==> src/rtl/dsd_pkg.sv <==
`timescale 1ns / 1ps
package dsd_pkg;
    localparam int LOGIT_W   = 8;
    localparam int EXP_W     = 16;
    localparam int SUM_W     = 18;
    localparam int WSUM_W    = 19;
    localparam int NUM_W     = 27;
    localparam int QUOT_W    = 10;
    localparam int TBL_DEPTH = 256;
    localparam int TBL_AW    = 8;
    localparam int FIFO_DEPTH_DEF = 4;

    localparam logic MODE_DECODE = 1'b0;
    localparam logic MODE_LOAD   = 1'b1;

    // one job handed from the front to the back: a decode or a table write
    typedef struct packed {
        logic              load;
        logic [TBL_AW-1:0] idx0;
        logic [TBL_AW-1:0] idx1;
        logic [TBL_AW-1:0] idx2;
        logic [TBL_AW-1:0] idx3;
        logic              last;
        logic [TBL_AW-1:0] waddr;
        logic [EXP_W-1:0]  wdata;
    } job_t;
endpackage

==> src/rtl/dsd_front.sv <==
`timescale 1ns / 1ps
module dsd_front
(
    input  logic                  in_valid,
    output logic                  in_ready,
    input  logic                  mode,
    input  logic [7:0]            logit_zero,
    input  logic [7:0]            logit_one,
    input  logic [7:0]            logit_two,
    input  logic [7:0]            logit_three,
    input  logic [7:0]            table_index,
    input  logic [15:0]           table_value,
    input  logic                  frame_end,
    input  logic                  q_ready,
    output logic                  q_valid,
    output dsd_pkg::job_t         q_job
);
    import dsd_pkg::*;

    logic signed [LOGIT_W-1:0] m01, m23, peak;

    always_comb
    begin
        m01  = ($signed(logit_one) > $signed(logit_zero)) ? logit_one : logit_zero;
        m23  = ($signed(logit_three) > $signed(logit_two)) ? logit_three : logit_two;
        peak = (m23 > m01) ? m23 : m01;
    end

    // loads travel the queue too, so they stay in order with decodes
    assign in_ready = q_ready;
    assign q_valid  = in_valid;

    always_comb
    begin
        q_job.load  = (mode == MODE_LOAD);
        q_job.idx0  = logit_zero  - peak;
        q_job.idx1  = logit_one   - peak;
        q_job.idx2  = logit_two   - peak;
        q_job.idx3  = logit_three - peak;
        q_job.last  = frame_end;
        q_job.waddr = table_index;
        q_job.wdata = table_value;
    end
endmodule

==> config.mk <==
export PLATFORM = sky130hd
export DESIGN_NAME = dsd_front
export DESIGN_NICKNAME = d
export VERILOG_FILES = /design/src/rtl/dsd_pkg.sv /design/src/rtl/dsd_front.sv
export SDC_FILE = /design/constraint.sdc
export NUM_CORES = 1
export LEC_CHECK = 0
export BUFFER_PORTS_ARGS = -buffer_cell sky130_fd_sc_hd__buf_2
export CAP_MARGIN = 15
export CORE_MARGIN = 2
export CORE_UTILIZATION = 35
export DETAILED_ROUTE_END_ITERATION = 8
export GPL_TIMING_DRIVEN = 0
export PLACE_DENSITY_LB_ADDON = 0.12
export SLEW_MARGIN = 20
export SYNTH_ARGS = -nofsm -noshare
export SYNTH_HDL_FRONTEND = slang
export SYNTH_SLANG_ARGS = --single-unit
==> constraint.sdc <==
create_clock -name vclk -period 4.46
set_input_delay 0 -clock vclk [all_inputs]
set_output_delay 0 -clock vclk [all_outputs]
set_load 0.05 [all_outputs]
==> summary.txt <==
Detailed routing
  – Drt wl/cell: 15.7 um
  – Drt first pass iters: 4
  – Routed vias/inst: 5.36
  – Drc violations: 0
  – Via count: 3359
  – Initial DRC Count: 112
  – WL final: 9870 um
  – Antenna viol nets, final: 0

Synthesis
  – Synth top area cells: ha_1 (15%), xnor2_1 (9.7%), buf_4 (8.0%)
  – Post-synthesis simple-gate area fraction: 21.5%
  – Library cells used by synthesis: 67
  – Compound-Gate Fraction of Synth Area: between 20 and 30%
  – Synthesis warning total: 0
  – Mapped Nets: ~480
  – Mux cell area share after synthesis: 4.82%
  – Gate Count Post-Synth: about 380
  – Synth area leader: ha_1
  – Area share of xor/xnor cells in the synthesized design: 11.2%
  – Adder-cell share of the synthesized area: 19.9%
  – Largest family of logic cells by synthesized area: compound AO/OA/AOI/OAI gates
  – Top cell type's share of synthesized area: 14.7%
  – Mapped cell area: 2810 um2
  – Syn avg cell area: 7.34 um2
  – Post-synthesis sequential area ratio: 0%

Global route
  – Pin count of the biggest net entering global routing: 11
  – Initial antenna violation count: 0
  – Overflow after GRT: 0
  – Global Route Usage Sum: 20.6%
  – Vias in the first global route: 3107
  – First-pass GRT wire length: 14800 um

Placed design
  – DP HPWL: 7210 um
  – PortBufs: 91
  – Dpl cells: 575
  – Placer congestion estimate: 0.956

Timing
  – Max-Slew Margin vs Limit: 62.1%
  – Smallest setup slack after layout: -0.550 ns
  – Fmax: 200 MHz
  – Tightest Pin Transition: 0.564 ns
  – Setup Total Neg Slack: -7.98 ns
  – Min cycle time layout: around 5.0 ns
  – Max-slew violation count: 0
  – Final hold vios: 0
  – Final setup vio count: 23
  – Hold_ws: 0.302 ns
  – Unrepaired setup endpoints after global routing: true
  – Final Cycle Share: 112%

Final layout
  – Area of the multi-input gates: 3410 um2
  – Seq. cell area: 0 um2
  – Most frequent cells in the layout: buf_4 (72), buf_2 (58), buf_6 (40)
  – Non-Filler Instances: 627
  – Layout Nets: 620
  – # clk buffers: 0
  – Fill count: 616
  – Diode count: 0
  – Layout cell share with drive strength beyond 1: 62.5%
  – Post-layout util: 66.8%
  – Area added between synthesis and finish: 83.9%
  – Commonest non-fill, non-tap cell in the layout: buf_4
  – Seq_cells: 0

Floorplanning
  – Initial core utilization: a little over a third
  – Die H: slightly above 90 um
  – FP Rows: 32
  – I/O Pins: 120
  – Die X: about 94 um
  – Core area: 7730 um2
  – Die ar.: approximately 9000 um2

Worst setup path
  – Kind of critical path: in2out
  – Setup crit end kind: output port
  – Crit path DAT: approximately 5.0 ns
  – Critical path peak fanout: 7
  – CP Launch Type: input pin
  – Slowest-stage cell, CP: o41ai_4
  – CP max stage delay: between 0.4 and 0.5 ns
  – Critical Path RT: about 4.5 ns

Run
  – Max-capacitance violation count: 0

Worst hold path
  – Hold crit path type: in2out

Status
  – Failing checks: negative setup slack
  – Status: finished with violations

Power
  – Worst vdd ir: 0.606 mV
  – Leakage power: 2.22 nW
  – Power Dens Cells: 737 nW/um2
[Yosys cell counts (3+ instances only)]
master,count
o2111ai_1,4
buf_4,30
or2_2,3
and3_1,3
a211o_1,4
o2111a_1,3
buf_2,3
a211oi_1,3
o311a_1,4
ha_1,33
maj3_1,9
buf_6,3
nand2_1,34
nand2b_1,4
o211ai_1,10
mux2i_1,9
o21ai_0,11
and2_1,8
o31ai_1,7
nor2_1,19
nand4_1,9
xnor2_1,31
maj3_2,5
nor3_1,3
a21oi_1,20
nand3_1,13
xor2_1,5
or3_1,4
a21boi_0,3
nor2b_1,3
inv_1,38
[report_power, final]
part / switching (mW) / total [mW] / internal (mW)
registers: 0 / 0 / 0
clock network: 0 / 0 / 0
logic: 2.21 / 3.80 / 1.59
total: 2.21 / 3.80 / 1.59
[what timing repair did]
action | CTS | global route
hold buffers | 0 | 0
resized for setup | 129 | 85
endpoints found under the hold margin | 0 | 0
setup endpoints to repair | 28 | 25
pin swaps | 48 | 57
gates cloned | 1 | 0
buffers inserted | 28 | 25
[critical path: cells and delay by family]
| kind | cells | cell delay (ns) |
|---|---|---|
| muxes | 1 | 0.34 |
| and+or+nand+nor | 3 | 0.48 |
| buffers and inverters | 8 | 0.89 |
| adders and majority gates | 6 | 1.56 |
| AOI/OAI and AO/OA | 6 | 1.63 |
| xor gates and xnor gates | 1 | 0.11 |
[layout make-up]
class	instances	area share, %
plain buffers	37	5.68
inverters	38	3.44
multi-input cells	307	66.1
well taps	102	2.47
repair buffers	143	22.3
[path summary, 6_finish.rpt]
kind	start	cells after the start	endpoint
min	mode	2	q_job[57]
max	logit_three[1]	25	q_job[38]
[cells by family after synthesis]
group	Yosys count
AND/OR/NAND/NOR	115
AO/OA/AOI/OAI	97
buffers and inverters	75
adder cells (fa/ha/maj)	47
XOR/XNOR	36
multiplexers	12
[per-stage QoR]
| stage | power, mW | setup WS (ns) | instance area, um2 |
|---|---|---|---|
| 5_1_grt | 4.00 | -0.662 | 5160 |
| 6_report | 3.80 | -0.550 | 5160 |
| 2_1_floorplan | 2.38 | -0.151 | 3300 |
| 3_3_place_gp | 2.85 | -1.18 | 3880 |
| 3_5_place_dp | 2.86 | -1.23 | 3880 |
| 4_1_cts | 3.41 | -0.412 | 4580 |
[layer usage]
| layer | part of all wire (%) | wire (um) | track usage [%] | up-vias |
|---|---|---|---|---|
| met5 | 0 | 0 | 0 | - |
| met2 | 51 | 4990 | 38.5 | 119 |
| met1 | 43 | 4290 | 27.5 | 1552 |
| li1 | - | - | - | 1676 |
| met4 | 1.2 | 114 | 1.96 | 0 |
| met3 | 4.9 | 482 | 0.322 | 12 |
No activity file was read; power rests on OpenSTA's default activity.
