==> src/rtl/dsd_pkg.sv <==
`timescale 1ns / 1ps
package dsd_pkg;
    localparam int LOGIT_W   = 8;
    localparam int EXP_W     = 16;
    localparam int SUM_W     = 18;
    localparam int WSUM_W    = 19;
    localparam int NUM_W     = 27;
    localparam int QUOT_W    = 10;
    localparam int TBL_DEPTH = 256;
    localparam int TBL_AW    = 8;
    localparam int FIFO_DEPTH_DEF = 4;

    localparam logic MODE_DECODE = 1'b0;
    localparam logic MODE_LOAD   = 1'b1;

    // one job handed from the front to the back: a decode or a table write
    typedef struct packed {
        logic              load;
        logic [TBL_AW-1:0] idx0;
        logic [TBL_AW-1:0] idx1;
        logic [TBL_AW-1:0] idx2;
        logic [TBL_AW-1:0] idx3;
        logic              last;
        logic [TBL_AW-1:0] waddr;
        logic [EXP_W-1:0]  wdata;
    } job_t;
endpackage

==> src/rtl/dsd_queue.sv <==
`timescale 1ns / 1ps
module dsd_queue
#(
    parameter int DEPTH = dsd_pkg::FIFO_DEPTH_DEF
)
(
    input  logic          clk,
    input  logic          rst_n,
    input  logic          wr_valid,
    output logic          wr_ready,
    input  dsd_pkg::job_t wr_data,
    output logic          rd_valid,
    input  logic          rd_ready,
    output dsd_pkg::job_t rd_data
);
    import dsd_pkg::*;
    localparam int AW = (DEPTH > 1) ? $clog2(DEPTH) : 1;

    job_t           mem [DEPTH];
    logic [AW-1:0]  wp_reg, rp_reg;
    logic [AW:0]    cnt_reg;
    logic           wr_fire, rd_fire;

    assign wr_ready = (cnt_reg != (AW+1)'(DEPTH));
    assign rd_valid = (cnt_reg != '0);
    assign rd_data  = mem[rp_reg];
    assign wr_fire  = wr_valid && wr_ready;
    assign rd_fire  = rd_valid && rd_ready;

    always_ff @(posedge clk)
    begin
        if (wr_fire)
        begin
            mem[wp_reg] <= wr_data;
        end
    end

    always_ff @(posedge clk or negedge rst_n)
    begin
        if (!rst_n)
        begin
            wp_reg  <= '0;
            rp_reg  <= '0;
            cnt_reg <= '0;
        end
        else
        begin
            if (wr_fire)
            begin
                wp_reg <= (wp_reg == AW'(DEPTH-1)) ? '0 : wp_reg + 1'b1;
            end
            if (rd_fire)
            begin
                rp_reg <= (rp_reg == AW'(DEPTH-1)) ? '0 : rp_reg + 1'b1;
            end
            cnt_reg <= cnt_reg + (AW+1)'(wr_fire) - (AW+1)'(rd_fire);
        end
    end
endmodule

==> config.mk <==
export PLATFORM = sky130hd
export DESIGN_NAME = dsd_queue
export DESIGN_NICKNAME = d
export VERILOG_FILES = /design/src/rtl/dsd_pkg.sv /design/src/rtl/dsd_queue.sv
export SDC_FILE = /design/constraint.sdc
export NUM_CORES = 1
export LEC_CHECK = 0
export ABC_AREA = 1
export BUFFER_PORTS_ARGS = -buffer_cell sky130_fd_sc_hd__buf_2
export CORE_UTILIZATION = 35
export DETAILED_ROUTE_END_ITERATION = 12
export HOLD_SLACK_MARGIN = 0.08
export PLACE_DENSITY = 0.49
export SYNTH_ARGS = -nofsm -noshare
export SYNTH_HDL_FRONTEND = slang
export SYNTH_SLANG_ARGS = --single-unit
==> constraint.sdc <==
create_clock -name clk -period 4.6 [get_ports clk]
set_input_delay 0.92 -clock clk [delete_from_list [all_inputs] [get_ports clk]]
set_output_delay 0.92 -clock clk [all_outputs]
set_load 0.01 [all_outputs]
==> results of run 1 <==
## per-stage QoR
| stage | instances | utilization (%) |
|---|---|---|
| floorplan | 735 | - |
| global placement | 1206 | 38.9 |
| detailed placement | 1206 | 38.9 |
| CTS | 1253 | 41.7 |
| global route | 1253 | 41.7 |
| finish | 1254 | 41.8 |
## cell usage in the layout, fill, tap and decap left out, drive strengths merged
cell type  count
nand3          5
ha             7
fa             1
dfrtp          7
nand2        191
inv          130
o211ai       116
bufinv         1
diode          1
clkinvlp       1
buf          132
clkbuf        39
nor2           7
edfxtp       232
clkinv         6
## per-layer routing
layer	global-route usage, %	vias up
met5	0	-
met2	20.8	119
met3	3.15	21
met4	3.07	2
li1	-	2786
met1	20.0	2631
## worst reg2reg max path, delay by kind of cell (launching register included)
family	cells	cell delay, ps
simple gates	4	1220
buf+inv	1	470
flops	1	410
## layout make-up
class                           count  area, um^2  area share [%]
Tap cell                          378         473            4.04
Inverter                          130         490            4.19
Timing Repair Buffer              132         701            5.99
Antenna cell                        1        2.50          0.0214
Clock buffer                       39         741            6.33
Multi-Input combinational cell    327        2070            17.7
Clock inverter                      8        63.8           0.546
Sequential cell                   239        7150            61.1
## path summary, 6_finish.rpt
kind	to	slack, ps	cells past startpoint
setup reg to reg	mem[2][54]	2150	5
hold reg to reg	cnt_reg[0]	520	1
setup / recovery	rd_data[30]	1300	5
min in group clk	cnt_reg[0]	520	1
hold / removal	wp_reg[1]	240	1
max in group asynchronous	rp_reg[0]	4160	1
## cells by family (layout without fill, tap and decap cells)
kind of cell	after synthesis	after routing	synth area share (%)
buffers and inverters	169	309	8.41
other	0	1	0
adder cells (fa/ha/maj)	8	8	1.07
flip-flops	239	239	71.2
AO/OA/AOI/OAI	116	116	11.6
AND/OR/NAND/NOR	203	203	7.68
## power by group through the flow
stage / sequential [mW] / clock [mW] / combinational [mW]
finish: 3.04 / 1.96 / 2.49
global route: 3.09 / 2.10 / 2.79
CTS: 3.05 / 2.03 / 2.58
detailed placement: 3.09 / 0 / 2.57
global placement: 3.09 / 0 / 2.57
floorplan: 3.04 / 0 / 1.89
==> impl_metrics.tcl, run 1 <==
set metrics [dict create \
    status "finished, final reports clean" \
    clk_path_buf_depth 3 \
    gp_congestion 0.681 \
    clk_pin_slew_ps 60 \
    synth.area.top_cells "edfxtp_1, o211ai_2, nand2_1" \
    clock-sinks 239 \
    vias 5559 \
    worst_pin_slew_ps 1030 \
    maxCapViolCount 0 \
    r2r_start "cnt_reg[1]" \
    cellLeakagePower_nw 4.65 \
    nets 926 \
    largest_reg_flops 232 \
    die_area_um2 29300 \
    p_sw_mw 2.63 \
    core_area_um2 28000 \
    yosysMostFrequentCell "edfxtp_1" \
    grt_pass1_wl_mm 30.6 \
    tns_ps 0 \
    max_freq_ghz 0.303 \
    antenna_found_initial 1 \
    yosysWarningCount 0 \
    p_seq_share_pct 40.6 \
    cp_num_buf_inv 2 \
    required_ps 3680 \
    ctsResizeCount 0 \
    row_count 61 \
    tritoncts "done" \
    yosysTopAreaCell "edfxtp_1" \
    synthArstFlopShare_pct 2.93 \
    die_h_um 171 \
    synth_area_um2 10000 \
    setup_viol 0 \
    grt_max_degree 161 \
    grt_setup_unrepaired "false" \
    post_drt_wl_per_cell_um 16.0 \
    die_w_um 171 \
    grt_use_total_pct 13.7 \
    whs_ps 239 \
    max_stage_delay_ps 650 \
    initial_core_util_pct 35.8 \
    hold_viol_final 0 \
    period_share_pct 71.8 \
    antenna_left 0 \
    wl_met2_mm 8.72 \
    worstPathMaxFanout 160 \
    synth_cell_type_count 17 \
    drt-pass1-iter-count 4 \
    wl_met1_mm 9.91 \
    postSynthCellCount 735 \
    critPathCaptureType "output port" \
    synth.avg_cell_area_um2 13.6 \
    htreeDepth 1 \
    routed_wl_mm 20.1 \
    timing.final.ws_setup_ps 1300 \
    power_frac_clock_pct 26.2 \
    p_int_mw 4.87 \
    grt_overflow_total 0 \
    crit_slowest_cell "dfrtp_4" \
    postCtsSetupRepairBufs 0 \
    min_path_type "in -> async" \
    slew_headroom_pct 31.4 \
    cts-root-buf "clkbuf_16" \
    crit_path_start_kind "flop" \
    switching_share_pct 35.0 \
    path_delay_family "buffers and inverters" \
    hold_buffers 0 \
    grt_pass1_vias 5303 \
    io_pins 122 \
    fill_cells 2643 \
    synth-main-ff-cell "edfxtp_1" \
    skew_ps 6.80 \
    drv_slew 0 \
    highest_layer "met5" \
    worst-setup-path-type "reg -> out" \
    syn_nets 805 \
    crit_path_start "rp_reg[0]" \
    total_power_mw 7.50 \
    synthTopCellsByCount "edfxtp_1, nand2_1, inv_1, o211ai_2, o211ai_1" \
    clkLatencyLatePin_ps 510 \
    worstPathArrival_ps 2380 \
    io_buffers 121 \
    pre_cts_slack_ps 1660 \
    crit_chain "buf_12 -> nand2_1 -> o211ai_2 -> nand2_1 -> buf_2" \
    viasPerCell 4.43 \
    drc_errors 0 \
    numCtsBuffers 26 \
    synth_edf_count 232 \
    area_growth_pct 16.6 \
    final_area_um2 11700 \
    dr_wl_met3_mm 1.17 \
    ys_seq_elements 239 \
    power_density_nw_per_um2 641 \
    cp_common_cell "nand2_1" \
    synth_top_area_share_pct 69.5 \
    place_area_um2 10900 \
    vdd_drop_max_mv 0.402 \
    drtIter0Drc 320 \
    drive_gt1_share_pct 26.6 \
    p_comb_share_pct 33.2 \
    min_period_ps 3300 \
    yosysSeqAreaShare_pct 71.2 \
    place_hpwl_mm 11.8 \
]
No activity file was read; power rests on OpenSTA's default activity.
==> run 2: changes to the inputs <==
Clock period 4.6 ns to 3.2 ns, I/O delays scaled along.
==> run 2 against run 1 <==
Global-route usage fell by 0.21 points. Register-to-register slack got worse by 1100 ps. Power rose by 45%. Largest power group unchanged. Sequential power rose by 45%. First-iteration DRC count fell by 7.2%. Via count rose by 0.86%. Clock power rose by 46%. Final cell count rose by 0.16%. Count of clock-buffer cells in the layout fell by 3. Die area did not move.
==> impl_metrics.tcl, run 2 (synthesis results as in run 1) <==
set metrics [dict create \
    timing.final.ws_setup_ps 321 \
    worstPathArrival_ps 2240 \
    drv_slew 0 \
    pre_cts_slack_ps 843 \
    hold_viol_final 0 \
    cellLeakagePower_nw 4.69 \
    stdcell_count 1256 \
    io_buffers 121 \
    core_area_um2 28000 \
    grt_pass1_wl_mm 30.5 \
    area_growth_pct 17.6 \
    nets 929 \
    viasPerCell 4.46 \
    ctsResizeCount 0 \
    drive_gt1_share_pct 27.2 \
    timing.reg2reg.worst_path_depth 10 \
    status "finished, final reports clean" \
    drc_errors 0 \
    setup_viol 0 \
    drt-pass1-iter-count 4 \
    vias 5607 \
    postCtsSetupRepairBufs 0 \
    skew_ps 5.31 \
    multiInputGateArea_um2 2070 \
    largest_reg_flops 232 \
    crit_path_start_kind "flop" \
    grt_setup_unrepaired "false" \
    hold_depth 1 \
    min_path_type "in -> reg" \
    antenna_left 0 \
    clock-sinks 239 \
    hold_end "mem[1][14]" \
    worst_pin_slew_ps 534 \
    layout_commonest_cell "edfxtp_1" \
    hold_buffers 1 \
    r2r_start "cnt_reg[1]" \
    die_w_um 171 \
    grt_overflow_total 0 \
    power_density_nw_per_um2 921 \
    required_ps 2560 \
    max_freq_ghz 0.347 \
    post_drt_wl_per_cell_um 15.5 \
    min_period_ps 2880 \
    clk_pin_slew_ps 60 \
    fill_cells 2625 \
    drtIter0Drc 297 \
    placed_cells 1208 \
    grt_max_degree 74 \
    reg2reg_slack_ps 1080 \
    maxCapViolCount 0 \
    place_hpwl_mm 11.3 \
    clk_path_buf_depth 3 \
    htreeDepth 1 \
    worstPathMaxFanout 38 \
    grt_use_total_pct 13.5 \
    tns_ps 0 \
    die_area_um2 29300 \
    holdCritStartpoint "wr_data[14]" \
    row_count 61 \
    clkLatencyLatePin_ps 520 \
    grt_pass1_vias 5463 \
    vdd_drop_max_mv 0.500 \
    worst-setup-path-type "reg -> out" \
    r2r_end "cnt_reg[2]" \
    final_util_pct 42.1 \
    antenna_cells 0 \
    slew_headroom_pct 64.4 \
    initial_core_util_pct 35.8 \
    period_share_pct 90.0 \
    tritoncts "done" \
    regArea_um2 7150 \
    die_h_um 171 \
    cts-root-buf "clkbuf_16" \
    critPathCaptureType "output port" \
    mostFrequentLayoutCells "edfxtp_1, nand2_1, inv_1" \
    antenna_found_initial 1 \
    io_pins 122 \
    total_power_mw 10.9 \
    gp_congestion 0.673 \
    numCtsBuffers 26 \
    routed_wl_mm 19.5 \
]
==> run 2: changes by cell type in the layout (fill, tap and decap cells not counted), moves of 2 or more <==
cell and change:
clkbuf_1 -4, buf_12 +5, buf_4 -3, clkinv_2 +2
==> run 2: area by class of cell <==
class / count / share of cell area (%)
flip-flops and latches: 239 / 60.6
repair buffers: 135 / 6.68
well taps: 378 / 4.01
clock inverters: 11 / 0.700
clock buffers: 36 / 6.27
multi-input cells: 327 / 17.6
inverters: 130 / 4.16
==> run 2: metrics by stage <==
stage               instance area, um^2  hold WS [ps]
finish                            11800           338
global route                      11800           316
CTS                               11800           311
detailed placement                11000           493
global placement                  11000           496
floorplan                         10000           344
==> run 2: report_power, final <==
group          total, mW  internal, mW  switching [mW]
sequential          4.42          4.12           0.301
clock               2.86          1.69            1.17
combinational       3.59          1.28            2.31
total               10.9          7.09            3.78
==> run 2: how the worst max path moves through the flow <==
stage | from | slack, ps | cells after the start | end
final | rp_reg[1] | 320 | 5 | rd_data[15]
after global routing | rp_reg[1] | 180 | 5 | rd_data[46]
after CTS | rp_reg[1] | 270 | 5 | rd_data[50]
after detailed placement | rp_reg[1] | 840 | 5 | rd_data[7]
after global placement | rp_reg[1] | 830 | 5 | rd_data[53]
after floorplan | cnt_reg[1] | -460 | 4 | mem[0][0]
==> run 2: metal layers <==
layer	share of wire, %	track usage [%]	vias to the layer above
li1	-	-	2787
met1	49	19.0	2667
met2	45	21.5	118
met3	4.9	2.74	33
met4	1.8	3.07	2
met5	0.067	0	-
==> run 2: critical path: stages (launching register included) <==
cell	delay, ps
dfrtp_4	680
inv_4	320
buf_12	260
o211ai_1	140
nand2_1	90
buf_2	130
==> run 3: changes to the inputs <==
Settings changed: CAP_MARGIN from default to 20.
Clock period 3.2 ns to 2.94 ns, I/O delays scaled along.
==> run 3 against run 2 <==
Utilization increased by 0.21 points. Count of clock-buffer cells in the layout unchanged. Clock skew increased by 3.1 ps. Sequential share of layout area decreased by 0.29 points. Global-route usage decreased by 0.052 points. Design area increased by 0.49%. Via count increased by 0.34%. Critical endpoint is now rd_data[53]. Largest cell class unchanged. Highest routed layer unchanged.
==> impl_metrics.tcl, run 3 (synthesis results as in run 1) <==
set metrics [dict create \
    clkLatencyLatePin_ps 520 \
    vdd_drop_max_mv 0.435 \
    io_buffers 121 \
    antenna_found_initial 2 \
    min_path_type "in -> reg" \
    max_freq_ghz 0.381 \
    maxCapViolCount 0 \
    nets 932 \
    cp_common_cell "nand2_1" \
    place_hpwl_mm 11.2 \
    hold_viol_final 0 \
    setup_viol 0 \
    max_stage_delay_ps 620 \
    whs_ps 284 \
    post_drt_wl_per_cell_um 15.5 \
    required_ps 2350 \
    r2r_start "cnt_reg[1]" \
    worstPathMaxFanout 89 \
    clk_path_buf_depth 3 \
    layout_commonest_cell "edfxtp_1" \
    crit_chain "buf_12 -> nand2_1 -> o211ai_1 -> nand2_1 -> buf_2" \
    power_density_nw_per_um2 1010 \
    numCtsBuffers 27 \
    viasPerCell 4.48 \
    gp_congestion 0.683 \
    area_growth_pct 18.2 \
    drt-pass1-iter-count 4 \
    drc_errors 0 \
    clk_pin_slew_ps 60 \
    cts-root-buf "clkbuf_16" \
    placed_cells 1210 \
    io_pins 122 \
    reg2reg_slack_ps 860 \
    row_count 61 \
    timing.reg2reg.worst_path_depth 10 \
    die_w_um 171 \
    worst-setup-path-type "reg -> out" \
    hold_end "mem[0][48]" \
    die_area_um2 29300 \
    initial_core_util_pct 35.8 \
    final_util_pct 42.3 \
    critPathCaptureType "output port" \
    holdCritStartpoint "wr_data[48]" \
    slew_headroom_pct 57.1 \
    r2r_end "cnt_reg[2]" \
    antenna_left 0 \
    hold_depth 1 \
    clock-sinks 239 \
    drtIter0Drc 309 \
    grt_use_total_pct 13.5 \
    stdcell_count 1257 \
    crit_path_start_kind "flop" \
    cellLeakagePower_nw 4.71 \
    skew_ps 8.41 \
    worstPathArrival_ps 2040 \
    largest_reg_flops 232 \
    min_period_ps 2630 \
    vias 5626 \
    grt_pass1_vias 5410 \
    cp_num_buf_inv 2 \
    ctsResizeCount 0 \
    tritoncts "done" \
    status "finished, final reports clean" \
    period_share_pct 89.3 \
    routed_wl_mm 19.5 \
    die_h_um 171 \
    htreeDepth 1 \
    mostFrequentLayoutCells "edfxtp_1, nand2_1, inv_1" \
    grt_max_degree 90 \
    drive_gt1_share_pct 27.2 \
    path_delay_family "flip-flops" \
    worst_pin_slew_ps 643 \
    core_area_um2 28000 \
    grt_setup_unrepaired "false" \
    crit_slowest_cell "dfrtp_4" \
    drv_slew 0 \
    grt_pass1_wl_mm 30.1 \
    grt_overflow_total 0 \
]
run 3: where the power goes:
| group | internal (mW) | total [mW] | switching (mW) |
|---|---|---|---|
| Combinational | 1.45 | 4.08 | 2.62 |
| Clock | 1.89 | 3.15 | 1.25 |
| Sequential | 4.49 | 4.72 | 0.234 |
run 3: worst max path at each step:
| stage | cells after the start | endpoint | start | slack [ps] |
|---|---|---|---|---|
| 2_1_floorplan | 4 | mem[0][0] | cnt_reg[1] | -720 |
| 3_3_place_gp | 5 | rd_data[42] | rp_reg[0] | 860 |
| 3_5_place_dp | 5 | rd_data[53] | rp_reg[0] | 840 |
| 4_1_cts | 5 | rd_data[53] | rp_reg[0] | 270 |
| 5_1_grt | 5 | rd_data[44] | rp_reg[0] | 160 |
| 6_report | 5 | rd_data[53] | rp_reg[0] | 310 |
run 3: worst register-to-register path, stage by stage (launching register included):
cell     delay, ps
dfrtp_1        420
nor2_1         150
nand2_1        120
nand2_2        240
ha_1           280
inv_1           60
ha_1           130
inv_1           50
fa_1           380
nand3_1        100
nand2_1         50
run 3: area by class of cell:
cell class / instances / area, um^2
Sequential cell: 239 / 7150
Antenna cell: 1 / 2.50
Timing Repair Buffer: 137 / 841
Clock inverter: 9 / 95.1
Inverter: 130 / 490
Fill cell: 2639 / 16200
Multi-Input combinational cell: 327 / 2070
Clock buffer: 36 / 729
Tap cell: 378 / 473
run 3: what timing repair did:
action                    4_1_cts  5_1_grt
hold endpoints to repair        7        0
setup buffers                   0        0
hold buffers                    1        0
run 3: metal layers:
metal	track usage, %	up-vias	wire (um)
met5	0	-	26
met2	22.0	113	8900
li1	-	2803	-
met3	3.59	34	1100
met1	17.7	2672	9040
met4	3.34	4	435
run 3: metrics by stage:
stage | total power [mW] | TNS (ps) | area [um^2] | setup WS [ps]
after floorplan | 7.70 | -166430 | 10000 | -717
after global placement | 8.98 | 0 | 11000 | 863
after detailed placement | 8.99 | 0 | 11000 | 842
after CTS | 12.2 | 0 | 11900 | 271
after global routing | 12.7 | 0 | 11900 | 157
final | 11.9 | 0 | 11900 | 314
